## src/design/sspc_pkg.sv

```systemverilog
// ----------------------------------------------------------------------------
// sspc_pkg
// Shared types and constants for the servo step PWM controller: register
// indexes, reset values, command characters and the result record.
// ----------------------------------------------------------------------------
package sspc_pkg;

  // Default width of the tick counter inside a frame.
  localparam int TICK_COUNT_WIDTH = 12;

  // Configuration port geometry.
  localparam int CFG_INDEX_WIDTH = 3;
  localparam int CFG_DATA_WIDTH  = 12;

  // Stream payload widths, padded to whole bytes.
  localparam int S_TDATA_WIDTH = 8;
  localparam int M_TDATA_WIDTH = 16;

  // Register indexes on the configuration port.
  typedef enum logic [CFG_INDEX_WIDTH-1:0] {
    REG_STEP_LENGTH   = 3'd0,
    REG_HOME_POSITION = 3'd1,
    REG_UPPER_GUARD   = 3'd2,
    REG_LOWER_GUARD   = 3'd3,
    REG_FRAME_TICKS   = 3'd4,
    REG_FRAME_REPEATS = 3'd5
  } cfg_reg_t;

  // Kind of an input item.
  typedef enum logic {
    OP_TICK = 1'b0,
    OP_CMD  = 1'b1
  } op_t;

  // Register reset values.
  localparam logic [5:0]  STEP_LENGTH_RESET   = 6'd5;
  localparam logic [7:0]  HOME_POSITION_RESET = 8'd52;
  localparam logic [7:0]  UPPER_GUARD_RESET   = 8'd92;
  localparam logic [7:0]  LOWER_GUARD_RESET   = 8'd17;
  localparam logic [11:0] FRAME_TICKS_RESET   = 12'd1500;
  localparam logic [3:0]  FRAME_REPEATS_RESET = 4'd7;

  // Command characters.
  localparam logic [7:0] CHAR_LEFT  = 8'h2D;  // '-'
  localparam logic [7:0] CHAR_RIGHT = 8'h2B;  // '+'
  localparam logic [7:0] CHAR_HOME  = 8'h68;  // 'h'

  // Configuration register set.
  typedef struct packed {
    logic [5:0]  step_length;
    logic [7:0]  home_position;
    logic [7:0]  upper_guard;
    logic [7:0]  lower_guard;
    logic [11:0] frame_ticks;
    logic [3:0]  frame_repeats;
  } cfg_t;

  // One result item; packs as m_tdata[9:0] from the highest bit down.
  typedef struct packed {
    logic [7:0] servo_position;
    logic       busy_res;
    logic       pulse_level;
  } result_t;

endpackage

```

## src/design/sspc_core.sv

```systemverilog
// ----------------------------------------------------------------------------
// sspc_core
// Servo position and frame burst state with its update for one
// tick or command item, and the result that item produces.
// ----------------------------------------------------------------------------
module sspc_core #(
  parameter int TICK_COUNT_WIDTH = sspc_pkg::TICK_COUNT_WIDTH
) (
  input  logic              clk,
  input  logic              rst,
  input  sspc_pkg::cfg_t    cfg,
  input  logic              step_en,
  input  sspc_pkg::op_t     op,
  input  logic [7:0]        cmd_byte,
  output sspc_pkg::result_t result
);

  // Compare width wide enough for the counter and the frame length plus one.
  localparam int CW = ((TICK_COUNT_WIDTH > 12) ? TICK_COUNT_WIDTH : 12) + 1;

  logic [7:0]                  position_reg, position_next;
  logic [TICK_COUNT_WIDTH-1:0] tick_count, tick_count_next;
  logic [3:0]                  frame_count, frame_count_next;
  logic                        burst_active, burst_active_next;

  logic [CW-1:0] tick_inc;
  logic          frame_end;
  logic          burst_end;
  logic [8:0]    pos_sum;
  logic [7:0]    pos_left;
  logic [7:0]    pos_right;
  logic          level_cur;
  logic          level_new;

  // Frame and burst end conditions for a tick.
  always_comb begin
    tick_inc  = CW'(tick_count) + CW'(1);
    frame_end = (tick_inc >= CW'(cfg.frame_ticks)) || (tick_count == '1);
    burst_end = (({1'b0, frame_count} + 5'd1) >= {1'b0, cfg.frame_repeats})
                || (frame_count == 4'hF);
  end

  // Candidate positions for the turn commands, saturated at both ends.
  always_comb begin
    pos_sum   = {1'b0, position_reg} + {3'b000, cfg.step_length};
    pos_left  = pos_sum[8] ? 8'hFF : pos_sum[7:0];
    pos_right = (position_reg >= {2'b00, cfg.step_length})
                ? (position_reg - {2'b00, cfg.step_length}) : 8'h00;
  end

  // Next state for the item on the input.
  always_comb begin
    position_next     = position_reg;
    tick_count_next   = tick_count;
    frame_count_next  = frame_count;
    burst_active_next = burst_active;
    case (op)
      sspc_pkg::OP_TICK: begin
        if (burst_active) begin
          if (frame_end) begin
            tick_count_next = '0;
            if (burst_end) begin
              frame_count_next  = '0;
              burst_active_next = 1'b0;
            end else begin
              frame_count_next = frame_count + 4'd1;
            end
          end else begin
            tick_count_next = tick_inc[TICK_COUNT_WIDTH-1:0];
          end
        end
      end
      sspc_pkg::OP_CMD: begin
        // A command is taken only between bursts and always restarts one.
        if (!burst_active) begin
          if (cmd_byte == sspc_pkg::CHAR_LEFT && position_reg < cfg.upper_guard) begin
            position_next = pos_left;
          end
          if (cmd_byte == sspc_pkg::CHAR_RIGHT && position_reg > cfg.lower_guard) begin
            position_next = pos_right;
          end
          if (cmd_byte == sspc_pkg::CHAR_HOME) begin
            position_next = cfg.home_position;
          end
          tick_count_next   = '0;
          frame_count_next  = '0;
          burst_active_next = 1'b1;
        end
      end
      default: begin
      end
    endcase
  end

  // Line level: a tick reports the level during it, a command the level after.
  always_comb begin
    level_cur = burst_active && (tick_count < TICK_COUNT_WIDTH'(position_reg));
    level_new = burst_active_next
                && (tick_count_next < TICK_COUNT_WIDTH'(position_next));
    result.pulse_level    = (op == sspc_pkg::OP_TICK) ? level_cur : level_new;
    result.busy_res       = burst_active_next;
    result.servo_position = position_next;
  end

  // State registers; reset starts a burst at the home position.
  always_ff @(posedge clk) begin
    if (rst) begin
      position_reg <= sspc_pkg::HOME_POSITION_RESET;
      tick_count   <= '0;
      frame_count  <= '0;
      burst_active <= 1'b1;
    end else if (step_en) begin
      position_reg <= position_next;
      tick_count   <= tick_count_next;
      frame_count  <= frame_count_next;
      burst_active <= burst_active_next;
    end
  end

endmodule

```

## src/design/servo_step_pwm_controller.sv

```systemverilog
// ----------------------------------------------------------------------------
// servo_step_pwm_controller
// Hobby-servo pulse generator stepped by tick items and command bytes.
// ----------------------------------------------------------------------------
// Usage:
//   The slave stream carries one item per transfer: s_tuser selects a time
//   tick (0) or a command byte (1), and s_tdata holds the byte. Every item
//   gives exactly one result item on the master stream: the servo line level,
//   the burst-running flag and the current position.
//   An item passes an input register and then a result register. One item
//   is taken every cycle while the receiver does not stall; the state update
//   is a single counter and compare step.
//   When the receiver stalls, the result register holds its item, the input
//   register still takes an item if it is empty, and s_tready falls once it
//   is full; nothing is lost or repeated.
//   Reset clears both stream registers, loads the register reset values and
//   starts a burst of frames at the home position.
//   Configuration registers are written through cfg_we, cfg_index and
//   cfg_data, and are only to be written while no item is in flight.
// ----------------------------------------------------------------------------
module servo_step_pwm_controller #(
  parameter int TICK_COUNT_WIDTH = sspc_pkg::TICK_COUNT_WIDTH
) (
  input  logic                                  clk,
  input  logic                                  rst,
  // Configuration write port.
  input  logic                                  cfg_we,
  input  logic [sspc_pkg::CFG_INDEX_WIDTH-1:0]  cfg_index,
  input  logic [sspc_pkg::CFG_DATA_WIDTH-1:0]   cfg_data,
  // Slave stream.
  input  logic                                  s_tvalid,
  output logic                                  s_tready,
  input  logic [sspc_pkg::S_TDATA_WIDTH-1:0]    s_tdata,  // [7:0] cmd_byte
  input  logic                                  s_tuser,  // [0] op
  // Master stream.
  output logic                                  m_tvalid,
  input  logic                                  m_tready,
  output logic [sspc_pkg::M_TDATA_WIDTH-1:0]    m_tdata   // [0] pulse_level,
                                                          // [1] busy_res,
                                                          // [9:2] servo_position
);

  sspc_pkg::cfg_t    cfg;
  logic              in_valid;
  sspc_pkg::op_t     in_op;
  logic [7:0]        in_cmd;
  logic              out_valid;
  sspc_pkg::result_t out_data;
  sspc_pkg::result_t result;
  logic              advance;

  // Configuration registers.
  always_ff @(posedge clk) begin
    if (rst) begin
      cfg.step_length   <= sspc_pkg::STEP_LENGTH_RESET;
      cfg.home_position <= sspc_pkg::HOME_POSITION_RESET;
      cfg.upper_guard   <= sspc_pkg::UPPER_GUARD_RESET;
      cfg.lower_guard   <= sspc_pkg::LOWER_GUARD_RESET;
      cfg.frame_ticks   <= sspc_pkg::FRAME_TICKS_RESET;
      cfg.frame_repeats <= sspc_pkg::FRAME_REPEATS_RESET;
    end else if (cfg_we) begin
      case (cfg_index)
        sspc_pkg::REG_STEP_LENGTH:   cfg.step_length   <= cfg_data[5:0];
        sspc_pkg::REG_HOME_POSITION: cfg.home_position <= cfg_data[7:0];
        sspc_pkg::REG_UPPER_GUARD:   cfg.upper_guard   <= cfg_data[7:0];
        sspc_pkg::REG_LOWER_GUARD:   cfg.lower_guard   <= cfg_data[7:0];
        sspc_pkg::REG_FRAME_TICKS:   cfg.frame_ticks   <= cfg_data[11:0];
        sspc_pkg::REG_FRAME_REPEATS: cfg.frame_repeats <= cfg_data[3:0];
        default: begin
        end
      endcase
    end
  end

  // The input register moves on whenever the result register is free or drains.
  assign advance  = in_valid && (!out_valid || m_tready);
  assign s_tready = !in_valid || advance;

  // Input register.
  always_ff @(posedge clk) begin
    if (rst) begin
      in_valid <= 1'b0;
    end else if (s_tready) begin
      in_valid <= s_tvalid;
    end
  end

  always_ff @(posedge clk) begin
    if (s_tready && s_tvalid) begin
      in_op  <= sspc_pkg::op_t'(s_tuser);
      in_cmd <= s_tdata[7:0];
    end
  end

  // State update for the registered item.
  sspc_core #(
    .TICK_COUNT_WIDTH (TICK_COUNT_WIDTH)
  ) u_core (
    .clk      (clk),
    .rst      (rst),
    .cfg      (cfg),
    .step_en  (advance),
    .op       (in_op),
    .cmd_byte (in_cmd),
    .result   (result)
  );

  // Result register.
  always_ff @(posedge clk) begin
    if (rst) begin
      out_valid <= 1'b0;
    end else if (advance) begin
      out_valid <= 1'b1;
    end else if (m_tready) begin
      out_valid <= 1'b0;
    end
  end

  always_ff @(posedge clk) begin
    if (advance) begin
      out_data <= result;
    end
  end

  assign m_tvalid = out_valid;
  assign m_tdata  = sspc_pkg::M_TDATA_WIDTH'(out_data);

endmodule

```

## config.mk

```make
export PLATFORM = sky130hd
export DESIGN_NAME = servo_step_pwm_controller
export DESIGN_NICKNAME = d
export VERILOG_FILES = /design/src/design/sspc_pkg.sv /design/src/design/sspc_core.sv /design/src/design/servo_step_pwm_controller.sv
export SDC_FILE = /design/constraint.sdc
export NUM_CORES = 1
export LEC_CHECK = 0
export BUFFER_PORTS_ARGS = -buffer_cell sky130_fd_sc_hd__buf_2
export CAP_MARGIN = 20
export CORE_ASPECT_RATIO = 2
export CORE_MARGIN = 2
export CORE_UTILIZATION = 55
export DETAILED_ROUTE_END_ITERATION = 8
export GPL_TIMING_DRIVEN = 1
export PLACE_DENSITY = 0.72
export SYNTH_ARGS = -nofsm -noshare
export SYNTH_HDL_FRONTEND = slang
export SYNTH_SLANG_ARGS = --single-unit
```

## constraint.sdc

```tcl
create_clock -name clk -period 5.2 [get_ports clk]
set_input_delay 1.04 -clock clk [delete_from_list [all_inputs] [get_ports clk]]
set_output_delay 1.04 -clock clk [all_outputs]
set_load 0.005 [all_outputs]
```

==> out/qor.yml, run 1 <==
timing:
  worst_pin_slew_ns: 0.888
  relSlewSlack_pct: 40.6
  min_period_over_period_pct: 89.0
  clock_skew_ns: 0.00758
  setup_viol: 0
  hold_violations: 0
  grt_setup_unrepaired: "false"
  fin_tns_setup_ns: 0
  fmax_mhz: 216
  slew_violations: 0
  min_period_ns: 4.63
worst_setup_path:
  end_kind: "register"
  startpoint_type: "register"
  worst-path-max-fanout: 8
  cp.arrival_ns: 4.80
  cp_data_required_time_ns: 5.37
  critPathKind: "register to register"
routing:
  drt_iter0_markers: 298
  first_pass_iters: 5
  drt-total-wl_mm: 16.9
  vias_per_cell: 6.17
  vias: 5426
  final_antenna_net_count: 0
  drc: 0
  post_drt_wl_per_cell_um: 19.2
global_route:
  grt_use_total_pct: 29.4
  grt_max_degree: 45
  grt_pass1_vias: 5212
  grt_antenna_before_repair: 0
  overflow: 0
  grt_pass1_wl_mm: 26.3
layout:
  drive_above_1_share_pct: 9.42
  layout_common_cells: "nand2_1, dfxtp_1, ha_1"
  n_antenna_cell: 0
  fin_util_pct: 62.1
  fillers: 932
  top_register: "cfg"
  largest_reg_flops: 46
  final_common_cell: "nand2_1"
  final_nets: 828
  synthToLayoutAreaGrowth_pct: 9.43
power_and_ir_drop:
  ir_worst_vdd_mv: 0.185
  leakage_nw: 2.83
  powerDensity_nw_per_um2: 240
logic_synthesis:
  synth_top_area_cell: "dfxtp_1"
  syn_area_sq_um: 5990
  avgSynthCellArea_sq_um: 8.41
  yosys_warnings: 0
  ys_ff_latch: 92
  synth_top_area_share_pct: 24.4
  ys_types: 76
  yosysSeqAreaShare_pct: 33.9
  ys_top_cells_by_area: "dfxtp_1, ha_1, edfxtp_1"
  synth-edff-count: 19
  async_flop_share_pct: 0
  synthFlopType: "dfxtp_1"
  synthCells: 712
clock_network:
  insertion_delay_ns: 0.35
  clk_pin_slew_ns: 0.07
  clock_sinks: 92
  cts_resized: 0
  holdBufCountCts: 0
  numCtsBuffers: 9
  cts_tree: "built"
  h-tree-depth: 3
  clock-root-buffer: "clkbuf_16"
  post_cts_buffers: 0
  cts_max_path_buffers: 2
place:
  portBuffers: 40
  place_congestion: 0.970
  dp_hpwl_mm: 13.0
floorplanning:
  start_util_pct: 56.8
  die_width_um: 77.8
  rows: 53
  core_sq_um: 10500
  die-height_um: 152
  fp.dieArea_sq_um: 11800
  ioPinCount: 47
run_status:
  status: "complete, no violations"
flow_run:
  drv_cap: 0
worst_hold_path:
  hold_path_class: "register to register"
-- routing by layer --
layer  vias to the layer above  share of wire [%]  GRT usage [%]
li1                       2611                  -              -
met1                      2564                 36           29.6
met2                       189                 52           53.1
met3                        62                4.3           3.91
met4                         0                8.4           24.3
met5                         -                  0              0
-- cell families after synthesis --
| group | count (synthesis) | synth area share (%) |
|---|---|---|
| simple gates | 260 | 21.6 |
| compound gates | 184 | 21.7 |
| flops | 92 | 33.9 |
| buf+inv | 92 | 6.40 |
| fa+ha+maj | 61 | 13.0 |
| xor+xnor | 16 | 2.34 |
| mux | 6 | 1.00 |
| other cells | 1 | 0.0626 |
-- worst max-delay path: stages, from the launching register on --
cell	delay, ns
dfxtp_1	0.47
ha_1	0.28
nand3_1	0.17
and2_1	0.23
or2_2	0.31
ha_1	0.30
a211oi_1	0.20
o21ai_0	0.16
a211oi_1	0.30
and3b_1	0.37
a21boi_0	0.25
a21o_1	0.12
ha_1	0.25
and4_1	0.23
a22oi_1	0.19
nand4_1	0.11
o21ai_0	0.15
inv_1	0.10
a41oi_1	0.27
-- cell usage after synthesis (all sizes together), types with 11 or more instances --
| master | count |
|---|---|
| a211o | 17 |
| a211oi | 11 |
| a21oi | 46 |
| buf | 14 |
| clkbuf | 21 |
| dfxtp | 73 |
| edfxtp | 19 |
| ha | 59 |
| inv | 56 |
| nand2 | 91 |
| nand3 | 28 |
| nand3b | 12 |
| nor2 | 58 |
| o21ai | 21 |
-- path summary, 6_finish.rpt --
path,end,depth (start not counted),startpoint,slack (ns)
worst min-delay path,cfg[9]$_SDFFE_PP0P_,2,cfg[9]$_SDFFE_PP0P_,0.46
worst max-delay path,m_tdata[0]$_DFFE_PP_,18,u_core.tick_count[0]$_SDFFE_PP0P_,0.57
worst max register to register,m_tdata[0]$_DFFE_PP_,18,u_core.tick_count[0]$_SDFFE_PP0P_,0.57
worst min register to register,cfg[9]$_SDFFE_PP0P_,2,cfg[9]$_SDFFE_PP0P_,0.46
-- stage by stage --
step / setup WS (ns) / power, mW / hold slack (ns) / cell area (sq um) / std cells
after floorplan: 1.23 / 0.858 / 0.435 / 6000 / 717
after global placement: 0.948 / 0.899 / 0.445 / 6240 / 864
after detailed placement: 0.718 / 0.903 / 0.451 / 6240 / 864
after CTS: 0.680 / 1.59 / 0.461 / 6550 / 880
after global routing: 0.254 / 1.63 / 0.485 / 6550 / 880
final: 0.569 / 1.57 / 0.458 / 6550 / 880
-- report_power, final --
part           internal, mW  switching, mW  leakage, nW
Combinational        0.0480         0.0828         1.92
Clock                 0.380          0.306        0.145
Sequential            0.746         0.0116        0.762
-- cell type report --
class / count / area (sq um) / area share, %
clock inverter: 7 / 80.1 / 1.22
inverter: 57 / 214 / 3.27
multi-input combinational: 533 / 3590 / 54.8
tap: 137 / 171 / 2.62
sequential: 92 / 2030 / 31.0
timing repair buffer: 45 / 238 / 3.63
clock buffer: 9 / 225 / 3.44
(Power assumes the default switching activity.)
==> run 2: changes to the inputs <==
--- a/config.mk
+++ b/config.mk
@@ -8,11 +8,10 @@
 export BUFFER_PORTS_ARGS = -buffer_cell sky130_fd_sc_hd__buf_2
 export CAP_MARGIN = 20
 export CORE_ASPECT_RATIO = 2
-export CORE_MARGIN = 2
-export CORE_UTILIZATION = 55
+export CORE_UTILIZATION = 25
 export DETAILED_ROUTE_END_ITERATION = 8
 export GPL_TIMING_DRIVEN = 1
-export PLACE_DENSITY = 0.72
+export PLACE_DENSITY = 0.38
 export SYNTH_ARGS = -nofsm -noshare
 export SYNTH_HDL_FRONTEND = slang
 export SYNTH_SLANG_ARGS = --single-unit
==> out/qor.yml, run 2 (synthesis results as in run 1) <==
clock_network:
  cts_resized: 0
  cts_tree: "built"
  cts_max_path_buffers: 2
  clk_pin_slew_ns: 0.07
  clock_sinks: 92
  numCtsBuffers: 9
  holdBufCountCts: 0
  clock-root-buffer: "clkbuf_16"
  insertion_delay_ns: 0.36
  post_cts_buffers: 0
  h-tree-depth: 3
routing:
  vias: 5249
  final_antenna_net_count: 0
  first_pass_iters: 6
  drc: 4
  drt_iter0_markers: 176
  drt-total-wl_mm: 20.2
  post_drt_wl_per_cell_um: 19.7
  vias_per_cell: 5.11
floorplanning:
  fp.dieArea_sq_um: 24600
  core_sq_um: 23400
  die_width_um: 111
  ioPinCount: 47
  start_util_pct: 25.6
  die-height_um: 221
  rows: 79
layout:
  layout_common_cells: "nand2_1, dfxtp_1, ha_1"
  final_cells: 1027
  drive_above_1_share_pct: 9.14
  final_nets: 829
  fillers: 2499
  largest_reg_flops: 46
  top_register: "cfg"
  synthToLayoutAreaGrowth_pct: 12.4
  final_common_cell: "nand2_1"
  n_antenna_cell: 0
timing:
  min_period_ns: 4.51
  hold_slack_ns: 0.459
  hold_violations: 0
  fmax_mhz: 222
  slew_violations: 0
  worst_pin_slew_ns: 0.988
  fin_tns_setup_ns: 0
  min_period_over_period_pct: 86.8
  grt_setup_unrepaired: "false"
  setup_viol: 0
  relSlewSlack_pct: 33.9
  clock_skew_ns: 0.00676
run_status:
  status: "complete, but fails checks"
  violations: "DRC"
worst_setup_path:
  crit_path_top_delay_cell: "dfxtp_1"
  rr_startpoint: "u_core.tick_count[0]$_SDFFE_PP0P_"
  cpPeakStageDelay_ns: 0.47
  reg2reg_slack_ns: 0.69
  rr_endpoint: "m_tdata[0]$_DFFE_PP_"
  startpoint_type: "register"
  cp_top_family: "compound AO/OA/AOI/OAI gates"
  crit_chain: "ha_1 > nand3_1 > and2_1 > or2_2 > ha_1 > a211oi_1 > o21ai_0 > a211oi_1 > and3b_1 > a21boi_0 > a21o_1 > ha_1 > and4_1 > a22oi_1 > nand4_1 > o21ai_0 > inv_1 > a41oi_1"
  cp.arrival_ns: 4.71
  path_buf_inv: 1
  rr_worst_depth: 18
  cp_data_required_time_ns: 5.40
  cpMostUsedCell: "ha_1"
  critPathKind: "register to register"
  end_kind: "register"
  worst-path-max-fanout: 8
power_and_ir_drop:
  powerDensity_nw_per_um2: 233
  ir_worst_vdd_mv: 0.135
  leakage_nw: 2.83
flow_run:
  drv_cap: 0
worst_hold_path:
  holdPathEnd: "cfg[17]$_SDFFE_PP0P_"
  hold_start: "cfg[17]$_SDFFE_PP0P_"
  hold_path_class: "register to register"
  worstHoldPathCells: 2
place:
  placed_cells: 1011
  portBuffers: 40
  dp_hpwl_mm: 16.0
  place_congestion: 0.822
global_route:
  grt_use_total_pct: 17.0
  overflow: 0
  grt_pass1_wl_mm: 30.9
  grt_antenna_before_repair: 0
  grt_max_degree: 39
  grt_pass1_vias: 5390
==> run 2: changes by cell type in the layout (fill, tap and decap cells not counted) <==
cell,before,now
clkinvlp_4,2,1
buf_4,5,6
clkbuf_1,0,1
inv_4,1,0
clkinv_1,1,3
inv_8,1,0
==> run 2: layout make-up <==
cell class              count  area (sq um)  share of cell area, %
multi-input cells         533          3590                   53.4
flip-flops and latches     92          2030                   30.2
well taps                 283           354                   5.26
repair buffers             46           245                   3.65
clock buffers              10           229                   3.40
inverters                  57           214                   3.18
clock inverters             6          62.6                  0.930
==> run 2: how the worst max path moves through the flow <==
stage / start / endpoint / slack, ns / depth (start not counted)
after floorplan: u_core.tick_count[0]$_SDFFE_PP0P_ / m_tdata[0]$_DFFE_PP_ / 1.23 / 19
after global placement: u_core.tick_count[0]$_SDFFE_PP0P_ / m_tdata[0]$_DFFE_PP_ / 0.89 / 18
after detailed placement: u_core.tick_count[0]$_SDFFE_PP0P_ / m_tdata[0]$_DFFE_PP_ / 0.74 / 18
after CTS: u_core.tick_count[0]$_SDFFE_PP0P_ / m_tdata[0]$_DFFE_PP_ / 0.69 / 18
after global routing: u_core.tick_count[2]$_SDFFE_PP0P_ / m_tdata[0]$_DFFE_PP_ / 0.20 / 18
final: u_core.tick_count[0]$_SDFFE_PP0P_ / m_tdata[0]$_DFFE_PP_ / 0.69 / 18
==> run 2: metal layers <==
metal / vias to the layer above / share of wire (%) / wire (um) / global-route usage (%)
met4: 0 / 3.9 / 796 / 8.63
met2: 96 / 59 / 12000 / 35.3
li1: 2618 / - / - / -
met3: 32 / 2.1 / 418 / 2.47
met5: - / 0 / 0 / 0
met1: 2503 / 35 / 7060 / 15.3
==> run 2: where the power goes <==
| group | internal (mW) | switching [mW] | total, mW |
|---|---|---|---|
| registers | 0.746 | 0.0120 | 0.758 |
| logic | 0.0480 | 0.0879 | 0.136 |
| clock network | 0.373 | 0.302 | 0.675 |
| total | 1.17 | 0.402 | 1.57 |
==> run 2: metrics by stage <==
step	util (%)	setup slack [ns]	power [mW]	area (sq um)
global route	28.7	0.201	1.63	6730
detailed placement	27.5	0.736	0.912	6430
floorplan	-	1.23	0.858	6000
CTS	28.7	0.692	1.60	6730
global placement	27.5	0.887	0.910	6430
finish	28.7	0.688	1.57	6730
==> run 2: worst reg2reg max path: stages (launching register included) <==
cell and delay (ns):
dfxtp_1 0.47, ha_1 0.30, nand3_1 0.17, and2_1 0.22, or2_2 0.32, ha_1 0.30
a211oi_1 0.20, o21ai_0 0.15, a211oi_1 0.31, and3b_1 0.39, a21boi_0 0.22, a21o_1 0.11
ha_1 0.24, and4_1 0.22, a22oi_1 0.20, nand4_1 0.12, o21ai_0 0.12, inv_1 0.06
a41oi_1 0.22
==> run 3: changes to the inputs <==
--- a/config.mk
+++ b/config.mk
@@ -11,7 +11,8 @@
 export CORE_UTILIZATION = 25
 export DETAILED_ROUTE_END_ITERATION = 8
 export GPL_TIMING_DRIVEN = 1
-export PLACE_DENSITY = 0.38
+export PLACE_DENSITY = 0.5
 export SYNTH_ARGS = -nofsm -noshare
 export SYNTH_HDL_FRONTEND = slang
+export SYNTH_HIERARCHICAL = 1
 export SYNTH_SLANG_ARGS = --single-unit
==> constraint.sdc (replaced) <==
create_clock -name clk -period 5.2 [get_ports clk]
set_input_delay 1.04 -clock clk [delete_from_list [all_inputs] [get_ports clk]]
set_output_delay 1.04 -clock clk [all_outputs]
set_load 0.01 [all_outputs]
==> out/qor.yml, run 3 <==
layout:
  drive_above_1_share_pct: 13.2
  final_common_cell: "dfxtp_1"
  fillers: 2597
  n_antenna_cell: 0
  final_nets: 810
  largest_reg_flops: 46
  layout_common_cells: "dfxtp_1, nor2_1, ha_1"
  synthToLayoutAreaGrowth_pct: 12.7
  top_register: "cfg"
logic_synthesis:
  ys_types: 74
  syn_area_sq_um: 6180
  async_flop_share_pct: 0
  synthFlopType: "dfxtp_1"
  synth_top_area_cell: "dfxtp_1"
  yosys_warnings: 6
  synth_top_area_share_pct: 23.6
  avgSynthCellArea_sq_um: 8.97
  yosysSeqAreaShare_pct: 32.9
  synth_most_common_cell: "dfxtp_1"
  synth_common_cells: "dfxtp_1, nor2_1, ha_1"
  synth-edff-count: 19
  ys_top_cells_by_area: "dfxtp_1, ha_1, edfxtp_1"
  ys_ff_latch: 92
  synthCells: 689
routing:
  drc: 0
  drt-total-wl_mm: 18.8
  final_antenna_net_count: 0
  drt_iter0_markers: 169
  post_drt_wl_per_cell_um: 18.5
  first_pass_iters: 4
  vias: 5064
  vias_per_cell: 4.99
run_status:
  status: "complete, no violations"
floorplanning:
  ioPinCount: 47
  core_sq_um: 24300
  die-height_um: 224
  fp.dieArea_sq_um: 25400
  rows: 81
  start_util_pct: 25.4
  die_width_um: 113
global_route:
  grt_use_total_pct: 15.6
  grt_antenna_before_repair: 0
  grt_max_degree: 67
  grt_pass1_vias: 5137
  overflow: 0
  grt_pass1_wl_mm: 29.1
clock_network:
  cts_tree: "built"
  insertion_delay_ns: 0.36
  h-tree-depth: 3
  numCtsBuffers: 9
  clock_sinks: 92
  cts_resized: 0
  post_cts_buffers: 0
  clk_pin_slew_ns: 0.07
  cts_max_path_buffers: 2
  holdBufCountCts: 0
  clock-root-buffer: "clkbuf_16"
place:
  place_congestion: 0.951
  dp_hpwl_mm: 15.2
  portBuffers: 40
timing:
  clock_skew_ns: 0.00661
  hold_violations: 0
  fin_tns_setup_ns: 0
  fmax_mhz: 212
  slew_violations: 0
  worst_pin_slew_ns: 1.00
  grt_setup_unrepaired: "false"
  min_period_ns: 4.72
  relSlewSlack_pct: 32.8
  min_period_over_period_pct: 90.9
  setup_viol: 0
worst_setup_path:
  cp.arrival_ns: 4.96
  critPathKind: "register to register"
  startpoint_type: "register"
  cp_data_required_time_ns: 5.43
  crit_path_top_delay_cell: "a2111oi_0"
  reg2reg_slack_ns: 0.48
  path_buf_inv: 0
  end_kind: "register"
  cp_top_family: "compound AO/OA/AOI/OAI gates"
  worst-path-max-fanout: 9
  cpPeakStageDelay_ns: 0.58
  crit_chain: "ha_1 > nand3_1 > xnor2_1 > ha_1 > a21o_1 > a221oi_1 > o211ai_2 > nor2_2 > a21oi_1 > a31oi_1 > ha_1 > a21o_1 > a21o_1 > a2111oi_0 > o21a_1 > a311o_1"
flow_run:
  drv_cap: 0
power_and_ir_drop:
  ir_worst_vdd_mv: 0.195
  power_mw: 1.56
  powerDensity_nw_per_um2: 223
  leakage_nw: 3.04
worst_hold_path:
  hold_path_class: "register to register"
## run 3: changes by cell type in the layout (fill, tap and decap cells not counted), sizes merged, moves of 6 or more
cell,previous run,this run
nand2,91,33
mux2i,6,48
nand2b,7,42
nor2,58,74
a211o,17,2
a21oi,46,31
nand3,28,17
nand3b,12,4
a41oi,6,0
o21ai,21,27
## run 3: worst paths after layout
check,startpoint,end,cells after the start
worst max-delay path,u_core/tick_count[0]$_SDFFE_PP0P_,m_tdata[0]$_DFFE_PP_,16
worst min register to register,in_valid$_SDFFE_PP0P_,m_tvalid$_SDFFE_PP0P_,2
worst max register to register,u_core/tick_count[0]$_SDFFE_PP0P_,m_tdata[0]$_DFFE_PP_,16
worst min-delay path,in_valid$_SDFFE_PP0P_,m_tvalid$_SDFFE_PP0P_,2
## run 3: cell families (layout without fill, tap and decap cells)
| group | count (synthesis) | count (layout) | synth area share (%) |
|---|---|---|---|
| buffers and inverters | 92 | 123 | 6.38 |
| adders and majority gates | 61 | 61 | 12.6 |
| other | 1 | 6 | 0.0607 |
| and+or+nand+nor | 236 | 236 | 20.8 |
| muxes | 48 | 48 | 7.77 |
| DFF | 92 | 92 | 32.9 |
| AOI/OAI and AO/OA | 143 | 143 | 17.2 |
| xor gates and xnor gates | 16 | 16 | 2.27 |
## run 3: layout make-up
cell class | count | area [sq um] | area share [%]
clock buffer | 10 | 250 | 3.59
timing repair buffer | 51 | 283 | 4.06
clock inverter | 6 | 46.3 | 0.665
inverter | 56 | 210 | 3.02
sequential | 92 | 2030 | 29.2
tap | 290 | 363 | 5.21
multi-input combinational | 510 | 3780 | 54.3
## run 3: metrics by stage
stage / instance area [sq um] / utilization, % / hold WS (ns) / worst slack [ns] / instances
after detailed placement: 6670 / 27.4 / 0.460 / 0.500 / 999
after floorplan: 6200 / - / 0.434 / 1.21 / 694
final: 6970 / 28.6 / 0.467 / 0.476 / 1015
after global placement: 6670 / 27.4 / 0.460 / 0.615 / 999
after global routing: 6970 / 28.6 / 0.486 / 0.130 / 1015
after CTS: 6970 / 28.6 / 0.476 / 0.479 / 1015
## run 3: tightest hold or removal path: cells and delay by family, from the launching register on
family | cells | cell delay (ns)
AO/OA/AOI/OAI | 1 | 0.05
buffers and inverters | 1 | 0.05
flip-flops | 1 | 0.32
## run 3: power breakdown
part / total (mW) / internal, mW / switching [mW]
combinational: 0.140 / 0.0534 / 0.0864
sequential: 0.756 / 0.744 / 0.0125
clock: 0.659 / 0.356 / 0.303
total: 1.56 / 1.15 / 0.402
## run 3: per-layer routing
layer / part of all wire (%) / wire [um] / up-vias / track usage (%)
met5: 0 / 0 / - / 0
met4: 8.3 / 1570 / 0 / 12.8
met3: 2.1 / 390 / 57 / 2.07
met2: 56 / 10500 / 122 / 30.5
met1: 34 / 6350 / 2381 / 13.7
li1: - / - / 2504 / -
